--- config.mk ---
export PLATFORM = sky130hd
export DESIGN_NAME = stag_front
export DESIGN_NICKNAME = d
export VERILOG_FILES = /design/src/stag_pkg.sv /design/src/stag_front.sv
export SDC_FILE = /design/constraint.sdc
export NUM_CORES = 1
export LEC_CHECK = 0
export BUFFER_PORTS_ARGS = -buffer_cell sky130_fd_sc_hd__buf_4
export CAP_MARGIN = 20
export CORE_AREA = 2 2 412 414
export DETAILED_ROUTE_END_ITERATION = 6
export DIE_AREA = 0 0 414 416
export PLACE_DENSITY = 0.46
export SYNTH_ARGS = -nofsm -noshare
export SYNTH_HDL_FRONTEND = slang
export SYNTH_SLANG_ARGS = --single-unit
--- constraint.sdc ---
create_clock -name clock -period 18.7 [get_ports clock]
set_clock_uncertainty 0.1 [all_clocks]
set_input_delay 5.61 -clock clock [delete_from_list [all_inputs] [get_ports clock]]
set_output_delay 5.61 -clock clock [all_outputs]
set_load 0.05 [all_outputs]
--- src/stag_pkg.sv ---
// Shared types, constants and AES helper functions for the session table gateway.
// Used by stag_front, stag_aes, stag_back and the top level.
package stag_pkg;

   // Byte 0 of a block is the most significant byte.
   typedef logic [0:15][7:0] blk_type;

   typedef enum logic [2:0] {
      ST_STORED      = 3'd0,
      ST_GW_MISMATCH = 3'd1,
      ST_STALE       = 3'd2,
      ST_DATA        = 3'd3,
      ST_UNKNOWN     = 3'd4
   } status_type;

   typedef enum logic [1:0] {
      CSR_WINDOW  = 2'd0,
      CSR_KEY_HI  = 2'd1,
      CSR_KEY_LO  = 2'd2,
      CSR_UNUSED  = 2'd3
   } csr_index_type;

   localparam logic OP_TOKEN = 1'b0;
   localparam logic [7:0] WINDOW_RESET = 8'd30;

   typedef struct packed {
      logic        opcode;
      logic [255:0] did;
      logic [7:0]  gw;
      blk_type     blk_a;
      blk_type     blk_b;
      logic [7:0]  now;
   } item_type;

   typedef struct packed {
      status_type  status;
      logic [127:0] plain;
      logic [7:0]  user_id;
      logic [6:0]  slot;
      logic        over;
   } rsp_type;

   localparam logic [0:255][7:0] SBOX = {
      256'h637c777bf26b6fc53001672bfed7ab76ca82c97dfa5947f0add4a2af9ca472c0,
      256'hb7fd9326363ff7cc34a5e5f171d8311504c723c31896059a071280e2eb27b275,
      256'h09832c1a1b6e5aa0523bd6b329e32f8453d100ed20fcb15b6acbbe394a4c58cf,
      256'hd0efaafb434d338545f9027f503c9fa851a3408f929d38f5bcb6da2110fff3d2,
      256'hcd0c13ec5f974417c4a77e3d645d197360814fdc222a908846eeb814de5e0bdb,
      256'he0323a0a4906245cc2d3ac629195e479e7c8376d8dd54ea96c56f4ea657aae08,
      256'hba78252e1ca6b4c6e8dd741f4bbd8b8a703eb5664803f60e613557b986c11d9e,
      256'he1f8981169d98e949b1e87e9ce5528df8ca1890dbfe6426841992d0fb054bb16
   };

   localparam logic [0:255][7:0] INV_SBOX = {
      256'h52096ad53036a538bf40a39e81f3d7fb7ce339829b2fff87348e4344c4dee9cb,
      256'h547b9432a6c2233dee4c950b42fac34e082ea16628d924b2765ba2496d8bd125,
      256'h72f8f66486689816d4a45ccc5d65b6926c704850fdedb9da5e154657a78d9d84,
      256'h90d8ab008cbcd30af7e45805b8b34506d02c1e8fca3f0f02c1afbd0301138a6b,
      256'h3a9111414f67dcea97f2cfcef0b4e67396ac7422e7ad3585e2f937e81c75df6e,
      256'h47f11a711d29c5896fb7620eaa18be1bfc563e4bc6d279209adbc0fe78cd5af4,
      256'h1fdda8338807c731b11210592780ec5f60517fa919b54a0d2de57a9f93c99cef,
      256'ha0e03b4dae2af5b0c8ebbb3c83539961172b047eba77d626e169146355210c7d
   };

   function automatic logic [7:0] rcon(input logic [3:0] i);
      logic [7:0] r;
      unique case (i)
         4'd1: r = 8'h01;
         4'd2: r = 8'h02;
         4'd3: r = 8'h04;
         4'd4: r = 8'h08;
         4'd5: r = 8'h10;
         4'd6: r = 8'h20;
         4'd7: r = 8'h40;
         4'd8: r = 8'h80;
         4'd9: r = 8'h1b;
         4'd10: r = 8'h36;
         default: r = 8'h00;
      endcase
      return r;
   endfunction

   function automatic logic [7:0] xt(input logic [7:0] a);
      return {a[6:0], 1'b0} ^ (a[7] ? 8'h1b : 8'h00);
   endfunction

   // Next round key of the forward schedule.
   function automatic blk_type key_fwd(input blk_type k, input logic [7:0] rc);
      blk_type n;
      logic [0:3][7:0] t;
      t = {SBOX[k[13]] ^ rc, SBOX[k[14]], SBOX[k[15]], SBOX[k[12]]};
      for (int j = 0; j < 4; j++) begin
         n[j] = k[j] ^ t[j];
         n[4 + j] = k[4 + j] ^ n[j];
         n[8 + j] = k[8 + j] ^ n[4 + j];
         n[12 + j] = k[12 + j] ^ n[8 + j];
      end
      return n;
   endfunction

   // Previous round key, undoing one forward step.
   function automatic blk_type key_bwd(input blk_type n, input logic [7:0] rc);
      blk_type o;
      logic [0:3][7:0] t;
      for (int j = 0; j < 4; j++) begin
         o[12 + j] = n[12 + j] ^ n[8 + j];
         o[8 + j] = n[8 + j] ^ n[4 + j];
         o[4 + j] = n[4 + j] ^ n[j];
      end
      t = {SBOX[o[13]] ^ rc, SBOX[o[14]], SBOX[o[15]], SBOX[o[12]]};
      for (int j = 0; j < 4; j++) o[j] = n[j] ^ t[j];
      return o;
   endfunction

   // One inverse round: shift rows, substitute, add key, then mix unless last.
   function automatic blk_type inv_round(input blk_type s, input blk_type rk, input logic mix);
      blk_type t, m;
      logic [7:0] a0, a1, a2, a3, a0x2, a1x2, a2x2, a3x2, a0x4, a1x4, a2x4, a3x4;
      logic [7:0] a0x8, a1x8, a2x8, a3x8;
      for (int r = 0; r < 4; r++)
         for (int c = 0; c < 4; c++)
            t[r + 4 * c] = INV_SBOX[s[r + 4 * ((c - r + 4) & 3)]] ^ rk[r + 4 * c];
      for (int c = 0; c < 4; c++) begin
         a0 = t[4 * c]; a1 = t[4 * c + 1]; a2 = t[4 * c + 2]; a3 = t[4 * c + 3];
         a0x2 = xt(a0); a1x2 = xt(a1); a2x2 = xt(a2); a3x2 = xt(a3);
         a0x4 = xt(a0x2); a1x4 = xt(a1x2); a2x4 = xt(a2x2); a3x4 = xt(a3x2);
         a0x8 = xt(a0x4); a1x8 = xt(a1x4); a2x8 = xt(a2x4); a3x8 = xt(a3x4);
         // 14 = 8^4^2, 11 = 8^2^1, 13 = 8^4^1, 9 = 8^1.
         m[4 * c] = (a0x8 ^ a0x4 ^ a0x2) ^ (a1x8 ^ a1x2 ^ a1) ^ (a2x8 ^ a2x4 ^ a2) ^ (a3x8 ^ a3);
         m[4 * c + 1] = (a0x8 ^ a0) ^ (a1x8 ^ a1x4 ^ a1x2) ^ (a2x8 ^ a2x2 ^ a2)
                      ^ (a3x8 ^ a3x4 ^ a3);
         m[4 * c + 2] = (a0x8 ^ a0x4 ^ a0) ^ (a1x8 ^ a1) ^ (a2x8 ^ a2x4 ^ a2x2)
                      ^ (a3x8 ^ a3x2 ^ a3);
         m[4 * c + 3] = (a0x8 ^ a0x2 ^ a0) ^ (a1x8 ^ a1x4 ^ a1) ^ (a2x8 ^ a2)
                      ^ (a3x8 ^ a3x4 ^ a3x2);
      end
      return mix ? m : t;
   endfunction

endpackage

--- src/stag_front.sv ---
// Front end: accepts request beats into a two-entry queue and tags them by kind.
// Depends on stag_pkg.
module stag_front
   import stag_pkg::*;
(
   input  logic     clock,
   input  logic     reset,
   input  logic     req_tvalid,
   output logic     req_tready,
   input  logic [527:0] req_tdata,
   input  logic     req_tuser,
   output logic     q_valid,
   output item_type q_item,
   input  logic     q_pop
);

   item_type   queue_ff [2];
   logic       wr_ptr_ff, wr_ptr_in;
   logic       rd_ptr_ff, rd_ptr_in;
   logic [1:0] count_ff, count_in;
   logic       push;
   item_type   item_in;

   assign req_tready = (count_ff != 2'd2);
   assign push = req_tvalid && req_tready;
   assign q_valid = (count_ff != 2'd0);
   assign q_item = queue_ff[rd_ptr_ff];

   always_comb begin
      item_in.opcode = req_tuser;
      item_in.did = req_tdata[255:0];
      item_in.gw = req_tdata[263:256];
      item_in.blk_a = {req_tdata[327:264], req_tdata[391:328]};
      item_in.blk_b = {req_tdata[455:392], req_tdata[519:456]};
      item_in.now = req_tdata[527:520];
      wr_ptr_in = push ? !wr_ptr_ff : wr_ptr_ff;
      rd_ptr_in = (q_pop && q_valid) ? !rd_ptr_ff : rd_ptr_ff;
      count_in = count_ff + 2'(push) - 2'(q_pop && q_valid);
   end

   always_ff @(posedge clock) begin
      if (push) queue_ff[wr_ptr_ff] <= item_in;
   end

   always_ff @(posedge clock) begin
      if (reset) begin
         wr_ptr_ff <= 1'b0;
         rd_ptr_ff <= 1'b0;
         count_ff <= 2'd0;
      end else begin
         wr_ptr_ff <= wr_ptr_in;
         rd_ptr_ff <= rd_ptr_in;
         count_ff <= count_in;
      end
   end

endmodule

==> metrics.cfg <==
[power]
p_sw_frac = 0.3471
power_switching_w = 0.002589
cellLeakagePower_nw = 18.89
clkPwrFrac = 0.291
ir_drop_uv = 82.71
p_int_w = 0.004869
combPwrFrac = 0.313
power_density_mw_per_mm2 = 141.8
p_seq_frac = 0.396

[final_layout]
fin_util = 0.3127
layout_common_cells = buf_4, edfxtp_1, mux2_2
num-nets-final = 3349
drive_gt1_frac = 0.6067
nFillCells = 16626
final_common_cell = buf_4
area_growth_pct = 36.08
design_area_mm2 = 0.05258

[detailed_routing]
drtIter0Drc = 1085
via_per_inst = 3.939
postRouteAntennaNets = 0
num_vias = 20213
firstDrtPassIters = 4
drt-wirelength-per-cell_um = 21.86
routed_wl_um = 112100
drcViolationCount = 0

[clocking]
cts_resized = 0
clock_latency_ns = 0.76
cts_root_buffer = clkbuf_16
postCtsSetupRepairBufs = 0
clock_sinks = 1063
clk_path_buf_depth = 3
cts_buffers = 117
htreeDepth = 3
cts_tree = yes
cts_hold_buf = 0
clk_pin_slew_worst_paths_ns = 0.06

[sta]
final.setup.tns_ns = 0
slew_viol_final = 0
relSlewSlack = 0.2920
finalCriticalPeriod_ns = 9.744
finalHoldViolCount = 0
max_slew.worst_pin.slew_ns = 1.062
fmax_ghz = 0.1026
rsz0062_at_grt = no
fin_crit_sh = 0.5211
setup_viol = 0
hold_ws_ns = 0.4089
setup_ws_ns = 8.956

[global_route]
grt_usage = 0.1246
grt_pass1_wl_um = 153800
grt_max_degree = 139
overflow = 0
antenna_found_initial = 35
grt_pass1_vias = 20736

[worst_setup_path]
cp_max_fo = 138
crit_path_cell_trace = buf_12 > buf_12 > mux2_2 > buf_4
rrSetupSlack_ns = 14.51
critical_path_required_ns = 12.99
worstRegToRegCells = 5
reg2reg_to = queue_ff[1][484]
crit_top_cell = buf_12
cp-end-kind = primary output
worstSetupPathType = register to primary output
critical-path-max-stage-delay_ns = 0.93
worstReg2RegStart = count_ff[0]
start_kind = register
crit_slowest_cell = dfxtp_4
arrival_ns = 4.03

[yosys]
syn_avg_cell_area_um2 = 23.07
yosysWarningCount = 0
synth_area_mm2 = 0.03864
synth_seq_cells = 1063
synthCells = 1675
synth_nets = 2209
yosysUniqueCellTypes = 24
ys_seq_area_frac = 0.8249

[hold_path]
holdCritPathClass = register to register
holdPathEnd = rd_ptr_ff
holdPathStages = 2
min-delay-start = rd_ptr_ff

[placement]
io_buffers = 1063
postPlaceCellArea_mm2 = 0.04896
dp_hpwl_um = 78800
place_ws_ns = 9.344
gp_congestion = 0.8172

[floorplan]
fp.dieH_um = 416
fp.dieArea_mm2 = 0.1722
die_x_um = 414
io_pins = 1064
start_util = 0.2298
rows = 151
coreArea_mm2 = 0.1681

[status]
status = completed

[job]
maxCapViolations = 0

critical path, delay by kind of cell, from the launching register on:
family	cells	cell delay [ns]
buffers and inverters	3	1.39
flip-flops	1	0.93
multiplexers	1	0.44
flip-flops by register name (all words and copies together), names as in the netlist, named ones only:
name       count
queue_ff    1058
wr_ptr_ff      1
count_ff       2
rd_ptr_ff      1
routing by layer:
metal / global-route usage / part of all wire / routed length, um / up-vias
li1: - / - / - / 9036
met1: 0.1342 / 0.37 / 41370 / 10289
met2: 0.2180 / 0.52 / 57800 / 696
met3: 0.05486 / 0.093 / 10380 / 176
met4: 0.04029 / 0.022 / 2501 / 16
met5: 0 / 0.00091 / 102 / -
cell type report:
class                      count  area, um2  area share
antenna                        4      10.01   0.0001904
clock buffer                 156       3114     0.05923
clock inverter                57      496.7    0.009447
inverter                       1      11.26   0.0002142
multi-input combinational    552       6113      0.1163
sequential                  1063      31870      0.6062
tap                         2218       2775     0.05278
timing repair buffer        1080       8183      0.1556
logic make-up after synthesis:
family,synth area share
simple gates,0.002234
compound gates,0.001133
flops,0.8249
buf+inv,0.01703
fa+ha+maj,0.0003238
mux,0.1542
xor+xnor,0.0002267
power by group through the flow:
stage	clock network, W	registers (W)	logic (W)
finish	0.00217	0.00295	0.00233
CTS	0.00226	0.00296	0.00237
global route	0.00233	0.00297	0.00242
detailed placement	0	0.00301	0.00236
floorplan	0	0.00308	0.00166
global placement	0	0.00300	0.00237
synth_stat cells (all sizes together):
| cell type | n | area (um2) |
|---|---|---|
| edfxtp | 1058 | 31770 |
| mux2 | 529 | 5957 |
| buf | 59 | 654.4 |
| dfxtp | 5 | 100.1 |
| nor2 | 4 | 15.01 |
| and3 | 2 | 12.51 |
| nor2b | 2 | 12.51 |
| o21ai | 2 | 10.01 |
| a21bo | 1 | 10.01 |
| a21oi | 1 | 5.000 |
| ha | 1 | 12.51 |
| inv | 1 | 3.750 |
| nand2b | 1 | 6.260 |
| nand3 | 1 | 5.000 |
| nand3b | 1 | 7.510 |
| nor3 | 1 | 5.000 |
| nor4 | 1 | 6.260 |
| nor4bb | 1 | 10.01 |
| o21ba | 1 | 10.01 |
| o31a | 1 | 8.760 |
| or2 | 1 | 6.260 |
| xor2 | 1 | 8.760 |
through the flow:
| stage | cells | total power (W) |
|---|---|---|
| after floorplan | 1675 | 0.004747 |
| after global placement | 4914 | 0.005370 |
| after detailed placement | 4914 | 0.005370 |
| after CTS | 5127 | 0.007589 |
| after global routing | 5131 | 0.007733 |
| final | 5131 | 0.007458 |
how the worst max path moves through the flow:
| stage | startpoint | endpoint | depth (start not counted) |
|---|---|---|---|
| after floorplan | req_tvalid | queue_ff[0][0] | 2 |
| after global placement | req_tvalid | queue_ff[1][479] | 5 |
| after detailed placement | req_tvalid | queue_ff[1][487] | 5 |
| after CTS | register | q_item[528] | 4 |
| after global routing | register | q_item[517] | 4 |
| final | register | q_item[213] | 4 |
(Power assumes the default switching activity.)
